--- src/aise_pkg.sv ---
// ----------------------------------------------------------------------------
// AIS sentence encoder package
// Types, constants and character helpers shared by the encoder modules.
// ----------------------------------------------------------------------------
package aise_pkg;

  localparam int unsigned MSG_BITS      = 168;
  localparam int unsigned PAYLOAD_CHARS = 28;
  localparam int unsigned SENT_CHARS    = 47;
  localparam int unsigned IDX_W         = 6;

  localparam logic [5:0]  MSG_TYPE_A     = 6'd1;
  localparam logic [5:0]  MSG_TYPE_B     = 6'd18;
  localparam logic [26:0] CLASS_B_RADIO  = 27'd393222;

  localparam logic CMD_CLASS_A = 1'b0;
  localparam logic CMD_CLASS_B = 1'b1;

  localparam logic [1:0] CFG_TALKER_FIRST  = 2'd0;
  localparam logic [1:0] CFG_TALKER_SECOND = 2'd1;
  localparam logic [1:0] CFG_RADIO_CHANNEL = 2'd2;

  localparam logic [7:0] CHR_BANG  = 8'h21;
  localparam logic [7:0] CHR_COMMA = 8'h2C;
  localparam logic [7:0] CHR_ZERO  = 8'h30;
  localparam logic [7:0] CHR_STAR  = 8'h2A;
  localparam logic [7:0] CHR_ONE   = 8'h31;
  localparam logic [7:0] CHR_V     = 8'h56;
  localparam logic [7:0] CHR_D     = 8'h44;
  localparam logic [7:0] CHR_M     = 8'h4D;

  // Character positions within the sentence.
  localparam logic [IDX_W-1:0] IDX_TALKER1  = 6'd1;
  localparam logic [IDX_W-1:0] IDX_TALKER2  = 6'd2;
  localparam logic [IDX_W-1:0] IDX_MID      = 6'd3;
  localparam logic [IDX_W-1:0] IDX_CHANNEL  = 6'd12;
  localparam logic [IDX_W-1:0] IDX_COMMA1   = 6'd13;
  localparam logic [IDX_W-1:0] IDX_PAYLOAD  = 6'd14;
  localparam logic [IDX_W-1:0] IDX_COMMA2   = 6'd42;
  localparam logic [IDX_W-1:0] IDX_FILL     = 6'd43;
  localparam logic [IDX_W-1:0] IDX_STAR     = 6'd44;
  localparam logic [IDX_W-1:0] IDX_HEX_HI   = 6'd45;
  localparam logic [IDX_W-1:0] IDX_LAST     = 6'd46;

  // Fixed characters of the sentence that enter the checksum; the commas and
  // the two ones appear an even number of times and cancel.
  localparam logic [7:0] FIXED_SUM = CHR_V ^ CHR_D ^ CHR_M ^ CHR_ZERO;

  typedef struct packed {
    logic [7:0] talker_first;
    logic [7:0] talker_second;
    logic [7:0] radio_channel;
  } aise_cfg_t;

  typedef struct packed {
    logic [PAYLOAD_CHARS-1:0][7:0] chars;
    logic [7:0]                    psum;
  } aise_msg_t;

  function automatic logic [7:0] armor(input logic [5:0] v);
    logic [7:0] r;
    r = (v < 6'd40) ? (8'd48 + {2'b00, v}) : (8'd56 + {2'b00, v});
    return r;
  endfunction

  function automatic logic [7:0] hex_digit(input logic [3:0] v);
    logic [7:0] r;
    r = (v < 4'd10) ? (8'h30 + {4'h0, v}) : (8'h37 + {4'h0, v});
    return r;
  endfunction

  // The text "VDM,1,1,," by position.
  function automatic logic [7:0] mid_char(input logic [3:0] i);
    logic [7:0] r;
    unique case (i)
      4'd0:    r = CHR_V;
      4'd1:    r = CHR_D;
      4'd2:    r = CHR_M;
      4'd4:    r = CHR_ONE;
      4'd6:    r = CHR_ONE;
      default: r = CHR_COMMA;
    endcase
    return r;
  endfunction

endpackage

--- src/aise_if.sv ---
// ----------------------------------------------------------------------------
// AIS sentence encoder channels
// Report input channel and sentence character output channel.
// ----------------------------------------------------------------------------
interface aise_report_if;
  logic               valid;
  logic               ready;
  logic               command;
  logic [29:0]        mmsi;
  logic [3:0]         nav_code;
  logic [9:0]         speed_tenths;
  logic signed [27:0] longitude;
  logic signed [26:0] latitude;
  logic [11:0]        course_tenths;
  logic [8:0]         heading_degrees;
  logic [5:0]         utc_second;

  modport source (
    output valid, command, mmsi, nav_code, speed_tenths, longitude, latitude,
           course_tenths, heading_degrees, utc_second,
    input  ready
  );
  modport sink (
    input  valid, command, mmsi, nav_code, speed_tenths, longitude, latitude,
           course_tenths, heading_degrees, utc_second,
    output ready
  );
endinterface

interface aise_char_if;
  logic       valid;
  logic       ready;
  logic [7:0] sentence_char;
  logic       last_char;

  modport source (output valid, sentence_char, last_char, input ready);
  modport sink (input valid, sentence_char, last_char, output ready);
endinterface

--- src/aise_pack.sv ---
// ----------------------------------------------------------------------------
// AIS message packer
// Packs one report into the 168-bit message, armors it to 28 characters and
// registers them with their XOR.
// ----------------------------------------------------------------------------
module aise_pack (
  input  logic                clk_i,
  input  logic                rst_ni,
  aise_report_if.sink         report_i,
  output logic                msg_valid_o,
  output aise_pkg::aise_msg_t msg_o,
  input  logic                msg_take_i
);
  import aise_pkg::*;

  logic [MSG_BITS-1:0] bits;
  aise_msg_t           msg_d, msg_q;
  logic                valid_q;
  logic                accept;

  always_comb begin
    if (report_i.command == CMD_CLASS_B) begin
      bits = {MSG_TYPE_B, 2'b00, report_i.mmsi, 8'h00, report_i.speed_tenths, 1'b1,
              report_i.longitude, report_i.latitude, report_i.course_tenths,
              report_i.heading_degrees, report_i.utc_second, 2'b00, CLASS_B_RADIO};
    end else begin
      bits = {MSG_TYPE_A, 2'b00, report_i.mmsi, report_i.nav_code, 8'h00,
              report_i.speed_tenths, 1'b0, report_i.longitude, report_i.latitude,
              report_i.course_tenths, report_i.heading_degrees, report_i.utc_second,
              25'd0};
    end
  end

  always_comb begin
    msg_d.psum = '0;
    for (int k = 0; k < PAYLOAD_CHARS; k++) begin
      msg_d.chars[k] = armor(bits[MSG_BITS-1-6*k -: 6]);
      msg_d.psum     = msg_d.psum ^ msg_d.chars[k];
    end
  end

  assign report_i.ready = !valid_q || msg_take_i;
  assign accept         = report_i.valid && report_i.ready;

  always_ff @(posedge clk_i or negedge rst_ni) begin
    if (!rst_ni) begin
      valid_q <= 1'b0;
    end else if (accept) begin
      valid_q <= 1'b1;
    end else if (msg_take_i) begin
      valid_q <= 1'b0;
    end
  end

  always_ff @(posedge clk_i) begin
    if (accept) begin
      msg_q <= msg_d;
    end
  end

  assign msg_valid_o = valid_q;
  assign msg_o       = msg_q;

endmodule

--- src/aise_emit.sv ---
// ----------------------------------------------------------------------------
// AIS sentence emitter
// Holds one armored message and sends the 47 sentence characters in order,
// closing with the checksum.
// ----------------------------------------------------------------------------
module aise_emit (
  input  logic                clk_i,
  input  logic                rst_ni,
  input  aise_pkg::aise_cfg_t cfg_i,
  input  logic                msg_valid_i,
  input  aise_pkg::aise_msg_t msg_i,
  output logic                msg_take_o,
  aise_char_if.source         char_o
);
  import aise_pkg::*;

  logic             busy_q;
  logic [IDX_W-1:0] idx_q, idx_d;
  aise_msg_t        msg_q;
  logic             out_accept, last_done, take;
  logic [7:0]       sum;
  logic [IDX_W-1:0] poff, moff;
  logic [7:0]       chr;

  assign out_accept = busy_q && char_o.ready;
  assign last_done  = out_accept && (idx_q == IDX_LAST);
  assign take       = msg_valid_i && (!busy_q || last_done);
  assign msg_take_o = take;

  always_comb begin
    idx_d = idx_q;
    if (take) begin
      idx_d = '0;
    end else if (out_accept) begin
      idx_d = idx_q + 6'd1;
    end
  end

  always_ff @(posedge clk_i or negedge rst_ni) begin
    if (!rst_ni) begin
      busy_q <= 1'b0;
      idx_q  <= '0;
    end else begin
      idx_q <= idx_d;
      if (take) begin
        busy_q <= 1'b1;
      end else if (last_done) begin
        busy_q <= 1'b0;
      end
    end
  end

  always_ff @(posedge clk_i) begin
    if (take) begin
      msg_q <= msg_i;
    end
  end

  assign sum  = FIXED_SUM ^ cfg_i.talker_first ^ cfg_i.talker_second ^
                cfg_i.radio_channel ^ msg_q.psum;
  assign poff = idx_q - IDX_PAYLOAD;
  assign moff = idx_q - IDX_MID;

  always_comb begin
    priority if (idx_q < IDX_TALKER1) begin
      chr = CHR_BANG;
    end else if (idx_q == IDX_TALKER1) begin
      chr = cfg_i.talker_first;
    end else if (idx_q == IDX_TALKER2) begin
      chr = cfg_i.talker_second;
    end else if (idx_q < IDX_CHANNEL) begin
      chr = mid_char(moff[3:0]);
    end else if (idx_q == IDX_CHANNEL) begin
      chr = cfg_i.radio_channel;
    end else if (idx_q == IDX_COMMA1) begin
      chr = CHR_COMMA;
    end else if (idx_q < IDX_COMMA2) begin
      chr = msg_q.chars[poff[4:0]];
    end else if (idx_q == IDX_COMMA2) begin
      chr = CHR_COMMA;
    end else if (idx_q == IDX_FILL) begin
      chr = CHR_ZERO;
    end else if (idx_q == IDX_STAR) begin
      chr = CHR_STAR;
    end else if (idx_q == IDX_HEX_HI) begin
      chr = hex_digit(sum[7:4]);
    end else begin
      chr = hex_digit(sum[3:0]);
    end
  end

  assign char_o.valid         = busy_q;
  assign char_o.sentence_char = chr;
  assign char_o.last_char     = (idx_q == IDX_LAST);

endmodule

--- src/ais_position_report_sentence_encoder.sv ---
// ----------------------------------------------------------------------------
// AIS position report sentence encoder
// Turns one position report into the 47 characters of a !ttVDM sentence.
// ----------------------------------------------------------------------------
// Each report transaction yields exactly 47 character transactions on the
// output channel, one per cycle while the sink is ready, so the sustained rate
// is set by the output channel carrying one character per cycle. The first
// character is presented once the report has passed the packer's message
// register and then the emitter's message register, and the next report is
// accepted and packed while the previous sentence is still being sent. The
// talker and channel registers should be written only while no sentence is
// in flight.
// ----------------------------------------------------------------------------
module ais_position_report_sentence_encoder (
  input  logic        clk_i,
  input  logic        rst_ni,
  aise_report_if.sink report_i,
  aise_char_if.source sentence_o,
  input  logic        cfg_we_i,
  input  logic [1:0]  cfg_index_i,
  input  logic [7:0]  cfg_data_i
);
  import aise_pkg::*;

  aise_cfg_t cfg_q;
  aise_msg_t msg;
  logic      msg_valid;
  logic      msg_take;

  always_ff @(posedge clk_i or negedge rst_ni) begin
    if (!rst_ni) begin
      cfg_q.talker_first  <= 8'd65;
      cfg_q.talker_second <= 8'd73;
      cfg_q.radio_channel <= 8'd65;
    end else if (cfg_we_i) begin
      if (cfg_index_i == CFG_TALKER_FIRST) begin
        cfg_q.talker_first <= cfg_data_i;
      end
      if (cfg_index_i == CFG_TALKER_SECOND) begin
        cfg_q.talker_second <= cfg_data_i;
      end
      if (cfg_index_i == CFG_RADIO_CHANNEL) begin
        cfg_q.radio_channel <= cfg_data_i;
      end
    end
  end

  aise_pack u_pack (
    .clk_i       (clk_i),
    .rst_ni      (rst_ni),
    .report_i    (report_i),
    .msg_valid_o (msg_valid),
    .msg_o       (msg),
    .msg_take_i  (msg_take)
  );

  aise_emit u_emit (
    .clk_i       (clk_i),
    .rst_ni      (rst_ni),
    .cfg_i       (cfg_q),
    .msg_valid_i (msg_valid),
    .msg_i       (msg),
    .msg_take_o  (msg_take),
    .char_o      (sentence_o)
  );

endmodule
--- src/flat_wrapper.sv ---
// flat-port wrapper written by rule: the top's interface ports become plain ports
module ais_position_report_sentence_encoder_flat import aise_pkg::*;
  (clk_i, rst_ni, cfg_we_i, cfg_index_i, cfg_data_i, report_i_valid, report_i_command, report_i_mmsi, report_i_nav_code, report_i_speed_tenths, report_i_longitude, report_i_latitude, report_i_course_tenths, report_i_heading_degrees, report_i_utc_second, report_i_ready, sentence_o_valid, sentence_o_sentence_char, sentence_o_last_char, sentence_o_ready);
  aise_report_if report_i_i ();
  aise_char_if sentence_o_i ();
  input  logic clk_i;
  input  logic rst_ni;
  input  logic cfg_we_i;
  input  logic [1:0] cfg_index_i;
  input  logic [7:0] cfg_data_i;
  input wire logic [$bits(report_i_i.valid)-1:0] report_i_valid;
  input wire logic [$bits(report_i_i.command)-1:0] report_i_command;
  input wire logic [$bits(report_i_i.mmsi)-1:0] report_i_mmsi;
  input wire logic [$bits(report_i_i.nav_code)-1:0] report_i_nav_code;
  input wire logic [$bits(report_i_i.speed_tenths)-1:0] report_i_speed_tenths;
  input wire logic [$bits(report_i_i.longitude)-1:0] report_i_longitude;
  input wire logic [$bits(report_i_i.latitude)-1:0] report_i_latitude;
  input wire logic [$bits(report_i_i.course_tenths)-1:0] report_i_course_tenths;
  input wire logic [$bits(report_i_i.heading_degrees)-1:0] report_i_heading_degrees;
  input wire logic [$bits(report_i_i.utc_second)-1:0] report_i_utc_second;
  output wire logic [$bits(report_i_i.ready)-1:0] report_i_ready;
  output wire logic [$bits(sentence_o_i.valid)-1:0] sentence_o_valid;
  output wire logic [$bits(sentence_o_i.sentence_char)-1:0] sentence_o_sentence_char;
  output wire logic [$bits(sentence_o_i.last_char)-1:0] sentence_o_last_char;
  input wire logic [$bits(sentence_o_i.ready)-1:0] sentence_o_ready;
  assign report_i_i.valid = report_i_valid;
  assign report_i_i.command = report_i_command;
  assign report_i_i.mmsi = report_i_mmsi;
  assign report_i_i.nav_code = report_i_nav_code;
  assign report_i_i.speed_tenths = report_i_speed_tenths;
  assign report_i_i.longitude = report_i_longitude;
  assign report_i_i.latitude = report_i_latitude;
  assign report_i_i.course_tenths = report_i_course_tenths;
  assign report_i_i.heading_degrees = report_i_heading_degrees;
  assign report_i_i.utc_second = report_i_utc_second;
  assign report_i_ready = report_i_i.ready;
  assign sentence_o_valid = sentence_o_i.valid;
  assign sentence_o_sentence_char = sentence_o_i.sentence_char;
  assign sentence_o_last_char = sentence_o_i.last_char;
  assign sentence_o_i.ready = sentence_o_ready;
  ais_position_report_sentence_encoder u_core (.clk_i(clk_i), .rst_ni(rst_ni), .report_i(report_i_i), .sentence_o(sentence_o_i), .cfg_we_i(cfg_we_i), .cfg_index_i(cfg_index_i), .cfg_data_i(cfg_data_i));
endmodule
--- config.mk ---
export PLATFORM = sky130hd
export DESIGN_NAME = ais_position_report_sentence_encoder_flat
export DESIGN_NICKNAME = d
export VERILOG_FILES = /design/src/aise_pkg.sv /design/src/aise_if.sv /design/src/aise_pack.sv /design/src/aise_emit.sv /design/src/ais_position_report_sentence_encoder.sv /design/src/flat_wrapper.sv
export SDC_FILE = /design/constraint.sdc
export NUM_CORES = 1
export LEC_CHECK = 0
export BUFFER_PORTS_ARGS = -buffer_cell sky130_fd_sc_hd__buf_2
export CAP_MARGIN = 20
export CORE_MARGIN = 2
export CORE_UTILIZATION = 55
export DETAILED_ROUTE_END_ITERATION = 8
export HOLD_SLACK_MARGIN = 0.06
export PLACE_DENSITY = 0.78
export SLEW_MARGIN = 20
export SYNTH_ARGS = -nofsm -noshare
export SYNTH_HDL_FRONTEND = slang
export SYNTH_SLANG_ARGS = --single-unit
--- constraint.sdc ---
create_clock -name clk_i -period 6.3 [get_ports clk_i]
set_input_delay 1.575 -clock clk_i [delete_from_list [all_inputs] [get_ports clk_i]]
set_output_delay 1.575 -clock clk_i [all_outputs]
set_load 0.02 [all_outputs]
After elaboration in Yosys (flattened, before gate mapping)
Cells that the tools add are included.
{ "classes": {"n_addsub": 63, "magnitude_cmp": 34, "bitwise": 31, "eq_ne": 15, "muxes": 51, "n_reduce_logical": 17} }
{ "ops": {"columns": ["op", "n"], "rows": [
  ["$add A6 B6 Y7 const A", 56],
  ["$mux W7", 34],
  ["$xor A7 B7 Y7", 27],
  ["$lt A6 B6 Y1 const B", 29],
  ["$mux W167", 1],
  ["$mux W8", 8],
  ["$bmux W8 S5", 1],
  ["$eq A6 B6 Y1 const B", 5],
  ["$add A6 B4 Y7 const A", 4],
  ["$pmux W7 S4", 1],
  ["$xor A8 B8 Y8", 3],
  ["$eq A6 B4 Y1 const B", 2],
  ["$mux W6", 2],
  ["$eq A4 B3 Y1 const B", 2],
  ["$lt A4 B4 Y1 const B", 2],
  ["$add A6 B1 Y6 const B", 1],
  ["$eq A6 B1 Y1 const B", 1],
  ["$eq A6 B2 Y1 const B", 1],
  ["$lt A5 B6 Y1 const B", 1],
  ["$lt A6 B1 Y1 const B", 1],
  ["$lt A6 B4 Y1 const B", 1],
  ["$not A6 Y6", 1],
  ["$reduce_and A2 Y1", 3],
  ["$reduce_bool A2 Y1", 3],
  ["13 further kinds", 21]
]} }
{ "totals": {"out_inout_bits": 11, "wordCells": 275, "register_bits": 496} }

Longest topological paths before layout
Gate-level depths: netlist of run 1.
{ "depth": {"word_depth": 30, "ltp_mapped": 17} }

Hierarchy
Synthesis of run 1 repeated with hierarchy kept, for this count alone.
{ "hier_totals": {"hier_cells": 1461, "area_unflattened_um2": 22222.6} }
{ "by_module_without_submodules": {"columns": ["module", "seq_area_each_um2", "area_per_inst_um2", "cells_each", "instances"], "rows": [
  ["aise_pack", 4859.7, 10701.5, 784, 1],
  ["aise_emit", 7141.8, 10600.2, 626, 1],
  ["ais_position_report_sentence_encoder", 609.3, 920.9, 51, 1]
]} }

Worst setup path after synthesis of run 1
OpenSTA, ideal clock, no wires.
{ "synth_timing": {"path_type": "input -> register", "start": "input port sentence_o_ready", "end": "register u_core.u_emit.idx_q[2]", "t_arrival_ns": 6.845, "setup_ns": 0.131, "cell_stages": 6, "n_path_buf": 1, "path_slack_ns": -0.675, "path_cell_list": "a21boi_0 > nor2b_1 > clkbuf_1 > o21ai_0 > nand2_1 > o21ai_0"} }
{ "synth_between": {"elab_chain_cells": 5, "word_cells_on_any_way": 6, "cone_classes": "1 x mux; 5 x reduce/logical"} }
{ "synth_rtl": {"columns": ["item", "line_no", "rtl"], "rows": [
  ["start: declaration", "flat_wrapper.sv:25", "input wire logic [$bits(sentence_o_i.ready)-1:0] sentence_o_ready;"],
  ["$logic_and A1 B1 Y1 (*)", "aise_emit.sv:25", "assign out_accept = busy_q && char_o.ready;"],
  ["$logic_and A1 B1 Y1 (*)", "aise_emit.sv:26", "assign last_done = out_accept && (idx_q == IDX_LAST);"],
  ["$logic_or A1 B1 Y1 (*)", "aise_emit.sv:27", "assign take = msg_valid_i && (!busy_q || last_done);"],
  ["$logic_and A1 B1 Y1 (*)", "aise_emit.sv:27", null],
  ["named net u_core.msg_take", "ais_position_report_sentence_encoder.sv:28", "logic msg_take;"],
  ["$mux W6 or $reduce_bool A2 Y1 (tied branches)", null, null],
  ["end signal: assignment", "aise_emit.sv:44", "idx_q <= idx_d;"],
  ["end: declaration", "aise_emit.sv:18", "logic [IDX_W-1:0] idx_q, idx_d;"]
]} }
The timed path passes the listed nets; every way through them passes the cells marked *.
A chain may end at the register's enable or synchronous reset.

Worst setup path after layout of run 1
{ "layout_timing": {"start": "register u_core.u_emit.idx_q[1]", "end": "output port sentence_o_sentence_char[1]"} }
{ "layout_between": {"elab_chain_cells": 12, "word_cells_on_any_way": 33, "cone_classes": "2 x add/sub; 3 x order compare; 12 x eq/ne; 14 x mux; 2 x reduce/logical"} }
{ "layout_rtl": {"columns": ["item", "line_no", "rtl"], "rows": [
  ["parallel branches: the longest is 11 deep, another holds $sub A5 B4 Y5", null, null],
  ["$mux W8 (*)", "aise_emit.sv:65", "priority if (idx_q < IDX_TALKER1) begin"],
  ["end: declaration", "flat_wrapper.sv:23", "output wire logic [$bits(sentence_o_i.sentence_char)-1:0] sentence_o_sentence_char;"]
]} }
Mark *: on every way between the ends. The select of a mux whose other input is x is not followed.

==> flow_summary.ini, run 1 <==
[clock_network]
path_clk_slew_ns = 0.06
post-cts-setup-buffer-count = 0
cts_tree = yes
cts_made_buffers = 37
cts_hold_buf = 0
clockBufferDepth = 3
insertion_delay_ns = 0.52
htreeDepth = 2
cts.sinks = 354
cts_resized = 0
cts_root_buf = clkbuf_16

[die]
die_h_um = 188.6
rows = 67
dieWidth_um = 188.6
io_pins = 153
start_util = 0.5587
dieArea_mm2 = 0.03555
core_area_mm2 = 0.03353

[worst_setup_path]
crit_fanout = 23
ff2ff_setup_slack_ns = 2.26
cp-end-kind = output port
path_class = reg -> out
rr_worst_depth = 8
required_ns = 4.72
start_kind = flop
cp.arrival_ns = 4.05

[yosys]
synth_fp_nets = 1533
async_reset_ff_frac = 0.09040
ys_seq_area_frac = 0.5593
yosysUniqueCellTypes = 67
synth.avg_cell_area_um2 = 14.53
synth-edff-count = 322
synth_top_area_frac = 0.5161
yosysTopAreaCell = edfxtp_1
synth-seq-cells = 354
synth_cells = 1289
synth_area_leaders = edfxtp_1, ha_1, mux2_2
synth_warnings = 0
yosys_most_used_dff = edfxtp_1
netlist_area_mm2 = 0.01873

[cells_and_area]
nets = 1706
multi_input_area_mm2 = 0.007697
post-route-cell-area_mm2 = 0.02113
drive_gt1_frac = 0.2529
nFillCells = 2499
ff_latch_area_mm2 = 0.01048
fin_util = 0.6301
syn2layout_area_growth_pct = 12.78

[sta]
rsz0062_at_grt = no
setup_viol = 0
hold_violations = 0
finalSetupTns_ns = 0
max_freq_mhz = 177.9
period_needed_ns = 5.620
tightest_slew_ns = 0.9290
period_share = 0.8921
whs_ns = 0.4134
maxSlewViolCount = 0
relSlewSlack = 0.3807
finClkSkew_ns = 0.01095

[power]
ir_drop_mv = 0.2469
p_sw_frac = 0.3156
power_frac_seq = 0.382
p_int_mw = 4.942
p_per_area_mw_per_mm2 = 341.8
p_comb_frac = 0.334
p_leak_nw = 8.357
p_clk_frac = 0.284
power_switching_mw = 2.279

[placed_design]
io_buffers = 152
gp_congestion = 0.9036
place_area_mm2 = 0.01999
dpl.hpwl_um = 33550

[detailed_routing]
vias_per_cell = 5.759
drt-initial-drc-count = 871
met3_length_um = 3129
drc = 0
drt_wl_total_um = 44850
top_layer = met5
dr.pass1.iters = 5
ant_nets = 0
route.met2.wl_um = 21900
routedLengthMet1_um = 18510
vias = 11150
avgRoutedWirePerCell_um = 23.17

[outcome]
outcome = finished, final reports clean

[global_routing]
grt_overflow = 0
grt_pass1_wl_um = 67150
first_global_vias = 11330
grt_max_degree = 71
antenna_found_initial = 3
grt_usage = 0.2537

[worst_hold_path]
hold_path_class = reg -> reg
whs_path_depth = 0

[flow_run]
maxCapViolCount = 0
-- metal layers --
layer,global-route usage,vias to the layer above
met4,0.07993,4
met2,0.4252,422
met5,0,-
met3,0.05103,81
met1,0.3347,5519
li1,-,5124
-- kinds of logic (layout without fill, tap and decap cells) --
family / count (synthesis) / after routing / share of synthesized area
AND/OR/NAND/NOR: 160 / 160 / 0.04168
flip-flops: 354 / 354 / 0.5593
other: 0 / 1 / 0
XOR/XNOR: 174 / 174 / 0.09978
buffers and inverters: 124 / 322 / 0.03072
AO/OA/AOI/OAI: 170 / 170 / 0.05991
adder cells (fa/ha/maj): 102 / 102 / 0.06812
multiplexers: 205 / 205 / 0.1405
-- area by class of cell --
class                   count  share of cell area
repair buffers            172             0.04442
inverters                  86             0.01528
clock inverters            19            0.006988
flip-flops and latches    354              0.4961
diodes                      1           0.0001184
well taps                 448             0.02653
clock buffers              45             0.04625
multi-input cells         811              0.3643
-- through the flow --
step	worst slack [ns]	power, mW	cells
finish	0.6798	7.221	1936
global route	0.4383	7.530	1935
CTS	0.6618	7.242	1935
detailed placement	1.208	5.190	1871
global placement	1.259	5.157	1871
floorplan	0.1261	4.523	1289
-- cells in the mapped netlist (all sizes together), types with 8 or more instances --
cell and count:
xor2 58, mux4 34, o21ba 12, xor3 12
ha 102, a21o 16, inv 85, buf 24
dfrtp 25, edfxtp 322, xnor2 92, nand3 12
clkbuf 14, nor2 29, mux2 88, nor3 17
nand2 51, o21ai 47, a21oi 43, nor2b 12
a31oi 8, xnor3 12, mux2i 83
-- power groups by stage --
stage	logic [mW]	registers, mW	clock network, mW
floorplan	1.79	2.74	0
global placement	2.36	2.80	0
detailed placement	2.39	2.80	0
CTS	2.41	2.76	2.08
global route	2.59	2.77	2.17
finish	2.41	2.76	2.05
-- cells in the final DEF (no fill, tap or decap), types with 16 or more instances in the layout --
cell       count
mux4_2        34
a21oi_1       42
mux2i_1       76
xnor2_1       92
xor2_1        57
o21ai_0       47
a21o_1        16
nor2_1        29
buf_2        151
mux2_2        88
ha_1         102
nand2_1       50
dfrtp_1       23
clkbuf_16     38
inv_1         84
nor3_1        17
buf_4         19
edfxtp_1     322
-- path summary, 6_finish.rpt --
path                                     startpoint                           to
setup reg to reg             u_core.u_emit.idx_q[1]      u_core.u_pack.msg_o[84]
min in group asynchronous                    rst_ni             u_core.cfg_q[15]
setup / recovery             u_core.u_emit.idx_q[1]  sentence_o_sentence_char[1]
hold / removal             u_core.u_pack.msg_o[169]     u_core.u_emit.msg_q[169]
max in group asynchronous                    rst_ni       u_core.u_emit.idx_q[0]
hold reg to reg            u_core.u_pack.msg_o[169]     u_core.u_emit.msg_q[169]
-- worst max-delay path, stage by stage, from the launching register on --
cell,delay (ns)
dfrtp_2,0.74
buf_4,0.44
ha_1,0.27
buf_4,0.29
nor2b_1,0.25
nand4_1,0.22
a31oi_1,0.28
a21oi_1,0.10
or4_1,0.53
a31oi_1,0.20
buf_2,0.19
-- sequential cells by signal (all words and copies together) (netlist names) --
register / count
u_core.u_emit.char_o.valid: 1
u_core.u_pack.msg_valid_o: 1
u_core.u_emit.idx_q: 6
u_core.cfg_q: 24
u_core.u_pack.msg_o: 161
u_core.u_emit.msg_q: 161
(Power assumes the default switching activity.)
==> run 2: changes to the inputs <==
- CORE_MARGIN: 2 -> 5
==> flow_summary.ini, run 2 (synthesized netlist as in run 1, its figures left out) <==
[outcome]
outcome = finished, final reports clean

[cells_and_area]
post-route-cell-area_mm2 = 0.02107
layout_commonest_cell = edfxtp_1
nets = 1700
drive_gt1_frac = 0.2529
nFillCells = 2431
ff_latch_area_mm2 = 0.01048
fin_cells = 1931
final_cell_mix = edfxtp_1, buf_2, ha_1, xnor2_1, mux2_2
syn2layout_area_growth_pct = 12.46
antenna_cells = 0
multi_input_area_mm2 = 0.007690

[clock_network]
cts_made_buffers = 37
cts.sinks = 354
cts_root_buf = clkbuf_16
cts_resized = 0
htreeDepth = 2
path_clk_slew_ns = 0.06
post-cts-setup-buffer-count = 0
clockBufferDepth = 3
cts_tree = yes
cts_hold_buf = 0
insertion_delay_ns = 0.52

[die]
start_util = 0.5573
core_area_mm2 = 0.03362
io_pins = 153
dieWidth_um = 194.6
die_h_um = 194.6
dieArea_mm2 = 0.03785
rows = 67

[worst_hold_path]
whs_path_depth = 0
hold_path_class = reg -> reg

[worst_setup_path]
cp.arrival_ns = 4.00
cp_top_family = simple AND/OR/NAND/NOR gates
worst-path-stages = 10
max_stage_delay_ns = 0.81
start_kind = flop
cp_cell_sequence = inv_1 -> ha_1 -> mux4_2 -> nor2_1 -> or3_1 -> a31oi_1 -> a21oi_1 -> or4_1 -> a31oi_1 -> buf_2
rr_worst_depth = 7
crit_fanout = 23
crit_path_frequent_cell = a31oi_1
path_class = reg -> out
cp_slowest_cell = ha_1
path_buf_inv = 2
cp-end-kind = output port
required_ns = 4.72

[power]
p_leak_nw = 8.335
p_per_area_mw_per_mm2 = 342.4
ir_drop_mv = 0.3206
power_mw = 7.215

[sta]
relSlewSlack = 0.3353
max_freq_mhz = 179.4
period_needed_ns = 5.575
finClkSkew_ns = 0.01796
whs_ns = 0.4117
maxSlewViolCount = 0
finalSetupTns_ns = 0
hold_violations = 0
tightest_slew_ns = 0.9937
rsz0062_at_grt = no
setup_viol = 0
period_share = 0.8849

[placed_design]
io_buffers = 152
place_area_mm2 = 0.01995
dpl.hpwl_um = 34330
placed_cells = 1865
gp_congestion = 0.9107

[global_routing]
grt_overflow = 0
grt_max_degree = 152
grt_usage = 0.2366
grt_pass1_wl_um = 68020
first_global_vias = 11200
antenna_found_initial = 0

[detailed_routing]
drt_wl_total_um = 45250
dr.pass1.iters = 6
vias_per_cell = 5.731
drt-initial-drc-count = 926
ant_nets = 0
avgRoutedWirePerCell_um = 23.43
drc = 0
vias = 11070

[flow_run]
maxCapViolCount = 0
## run 2: final timing paths
check / end / startpoint / slack, ns
hold / removal: u_core.u_emit.msg_q[76] / u_core.u_pack.msg_o[76] / 0.41
hold reg to reg: u_core.u_emit.msg_q[76] / u_core.u_pack.msg_o[76] / 0.41
setup / recovery: sentence_o_sentence_char[1] / u_core.u_emit.idx_q[2] / 0.72
min in group asynchronous: u_core.cfg_q[15] / rst_ni / 1.12
setup reg to reg: u_core.u_pack.msg_o[36] / u_core.u_emit.idx_q[0] / 2.75
max in group asynchronous: u_core.u_emit.idx_q[1] / rst_ni / 4.65
## run 2: metrics by stage
step / setup slack [ns] / util
after floorplan: 0.1261 / -
after global placement: 1.229 / 0.5934
after detailed placement: 1.112 / 0.5934
after CTS: 0.7115 / 0.6268
after global routing: 0.4508 / 0.6268
final: 0.7248 / 0.6268
## run 2: per-layer routing
metal | share of wire | vias up | track usage | routed length, µm
li1 | - | 5115 | - | -
met1 | 0.40 | 5451 | 0.3137 | 17950
met2 | 0.50 | 427 | 0.4043 | 22790
met3 | 0.068 | 74 | 0.04120 | 3071
met4 | 0.032 | 0 | 0.06953 | 1435
met5 | 0 | - | 0 | 0
## run 2: area by class of cell
cell class | count | share of cell area
Sequential cell | 354 | 0.4975
Clock inverter | 22 | 0.008017
Multi-Input combinational cell | 811 | 0.3650
Timing Repair Buffer | 166 | 0.04240
Inverter | 86 | 0.01532
Tap cell | 448 | 0.02660
Clock buffer | 44 | 0.04519
## run 2: worst register-to-register path, stage by stage (launching register included)
cell and delay (ns):
dfrtp_2 0.79, clkinv_1 0.53, ha_1 0.40, and2_1 0.17
a21boi_0 0.44, nand2_1 0.17, and2_4 0.26, buf_12 0.29
## run 2: report_power, final
group / switching, mW / leakage [nW] / internal, mW
combinational: 1.32 / 4.53 / 1.09
clock: 0.879 / 0.553 / 1.17
sequential: 0.100 / 3.26 / 2.65
total: 2.30 / 8.34 / 4.92
==> run 3: changes to the inputs <==
- REMOVE_ABC_BUFFERS: default -> 1
==> flow_summary.ini, run 3 (synthesized netlist as in run 1, its figures left out) <==
[outcome]
outcome = finished, final reports clean

[cells_and_area]
layout_commonest_cell = edfxtp_1
ff_latch_area_mm2 = 0.01048
antenna_cells = 0
multi_input_area_mm2 = 0.007690
nFillCells = 2441
nets = 1705
drive_gt1_frac = 0.2547
final_cell_mix = edfxtp_1, buf_2, ha_1, xnor2_1, mux2_2
syn2layout_area_growth_pct = 12.98

[clock_network]
cts_root_buf = clkbuf_16
cts_made_buffers = 37
insertion_delay_ns = 0.53
post-cts-setup-buffer-count = 0
cts_hold_buf = 0
path_clk_slew_ns = 0.06
clockBufferDepth = 3
cts_resized = 0
htreeDepth = 2
cts.sinks = 354
cts_tree = yes

[die]
die_h_um = 194.6
io_pins = 153
dieArea_mm2 = 0.03785
rows = 67
start_util = 0.5573
dieWidth_um = 194.6
core_area_mm2 = 0.03362

[power]
p_leak_nw = 8.386
p_per_area_mw_per_mm2 = 345.6
power_mw = 7.315
ir_drop_mv = 0.2572

[placed_design]
dpl.hpwl_um = 33520
io_buffers = 152
gp_congestion = 0.8900

[global_routing]
grt_max_degree = 79
grt_overflow = 0
first_global_vias = 11310
grt_pass1_wl_um = 67070
grt_usage = 0.2303
antenna_found_initial = 2

[detailed_routing]
drt_wl_total_um = 44130
vias_per_cell = 5.772
drc = 0
drt-initial-drc-count = 1067
dr.pass1.iters = 5
ant_nets = 0
avgRoutedWirePerCell_um = 22.79
vias = 11170

[sta]
whs_ns = 0.4096
relSlewSlack = 0.4469
setup_viol = 0
finClkSkew_ns = 0.01315
max_freq_mhz = 185.2
period_needed_ns = 5.399
maxSlewViolCount = 0
period_share = 0.8570
tightest_slew_ns = 0.8210
hold_violations = 0
finalSetupTns_ns = 0
rsz0062_at_grt = no

[worst_setup_path]
startpoint = u_core.u_emit.idx_q[1]
timing.rr.start = u_core.u_emit.idx_q[0]
path_class = reg -> out
start_kind = flop
rr_worst_depth = 7
required_ns = 4.72
cp-end-kind = output port
cp.arrival_ns = 3.82
crit_fanout = 23

[worst_hold_path]
hold_path_class = reg -> reg
worstHoldStart = u_core.u_pack.msg_o[213]
whs_path_depth = 0

[flow_run]
maxCapViolCount = 0
-- run 3: cell count changes in the layout (fill, tap and decap cells not counted) --
cell	delta
o21ai_0	+1
o21ai_1	-1
clkbuf_16	+2
buf_4	+5
clkinv_1	+1
inv_6	-1
clkinv_2	-3
bufinv_16	+1
-- run 3: cell type report --
cell class | instances | share of cell area
Inverter | 86 | 0.01525
Clock buffer | 46 | 0.04735
Sequential cell | 354 | 0.4952
Timing Repair Buffer | 171 | 0.04398
Clock inverter | 20 | 0.008453
Multi-Input combinational cell | 811 | 0.3633
Tap cell | 448 | 0.02648
-- run 3: metrics by stage --
step | setup slack [ns] | cells | utilization | instance area (µm²)
floorplan | -4.134 | 1251 | - | 18480
global placement | 1.537 | 1870 | 0.5945 | 19990
detailed placement | 1.429 | 1870 | 0.5945 | 19990
CTS | 0.9215 | 1936 | 0.6297 | 21170
global route | 0.6775 | 1936 | 0.6297 | 21170
finish | 0.9007 | 1936 | 0.6297 | 21170
-- run 3: layer usage --
layer  up-vias  part of all wire  track usage
li1       5115                 -            -
met1      5572              0.42       0.3207
met2       405              0.48       0.3768
met3        80             0.065      0.03428
met4         2             0.033      0.07552
met5         -           0.00029            0
-- run 3: critical path, stage by stage (launching register included) --
cell and delay (ns):
dfrtp_2 0.74, buf_4 0.43, ha_1 0.33, nand2_1 0.13, o21ai_0 0.54, or2_2 0.25
a221oi_1 0.08, a211o_1 0.30, a31oi_1 0.17, o32a_1 0.16, buf_2 0.16
-- run 3: path summary, 6_finish.rpt --
| kind | endpoint | slack, ns |
|---|---|---|
| max in group asynchronous | u_core.u_emit.idx_q[0] | 4.68 |
| worst min register to register | u_core.u_emit.msg_q[213] | 0.41 |
| worst max-delay path | sentence_o_sentence_char[0] | 0.90 |
| min in group asynchronous | u_core.cfg_q[2] | 1.10 |
| worst max register to register | u_core.u_pack.msg_o[136] | 2.69 |
| worst min-delay path | u_core.u_emit.msg_q[213] | 0.41 |
-- run 3: where the power goes --
group,total [mW],switching [mW],internal (mW),leakage [nW]
Combinational,2.42,1.32,1.11,4.55
Sequential,2.76,0.104,2.65,3.26
Clock,2.13,0.880,1.25,0.577
Total,7.32,2.30,5.01,8.39
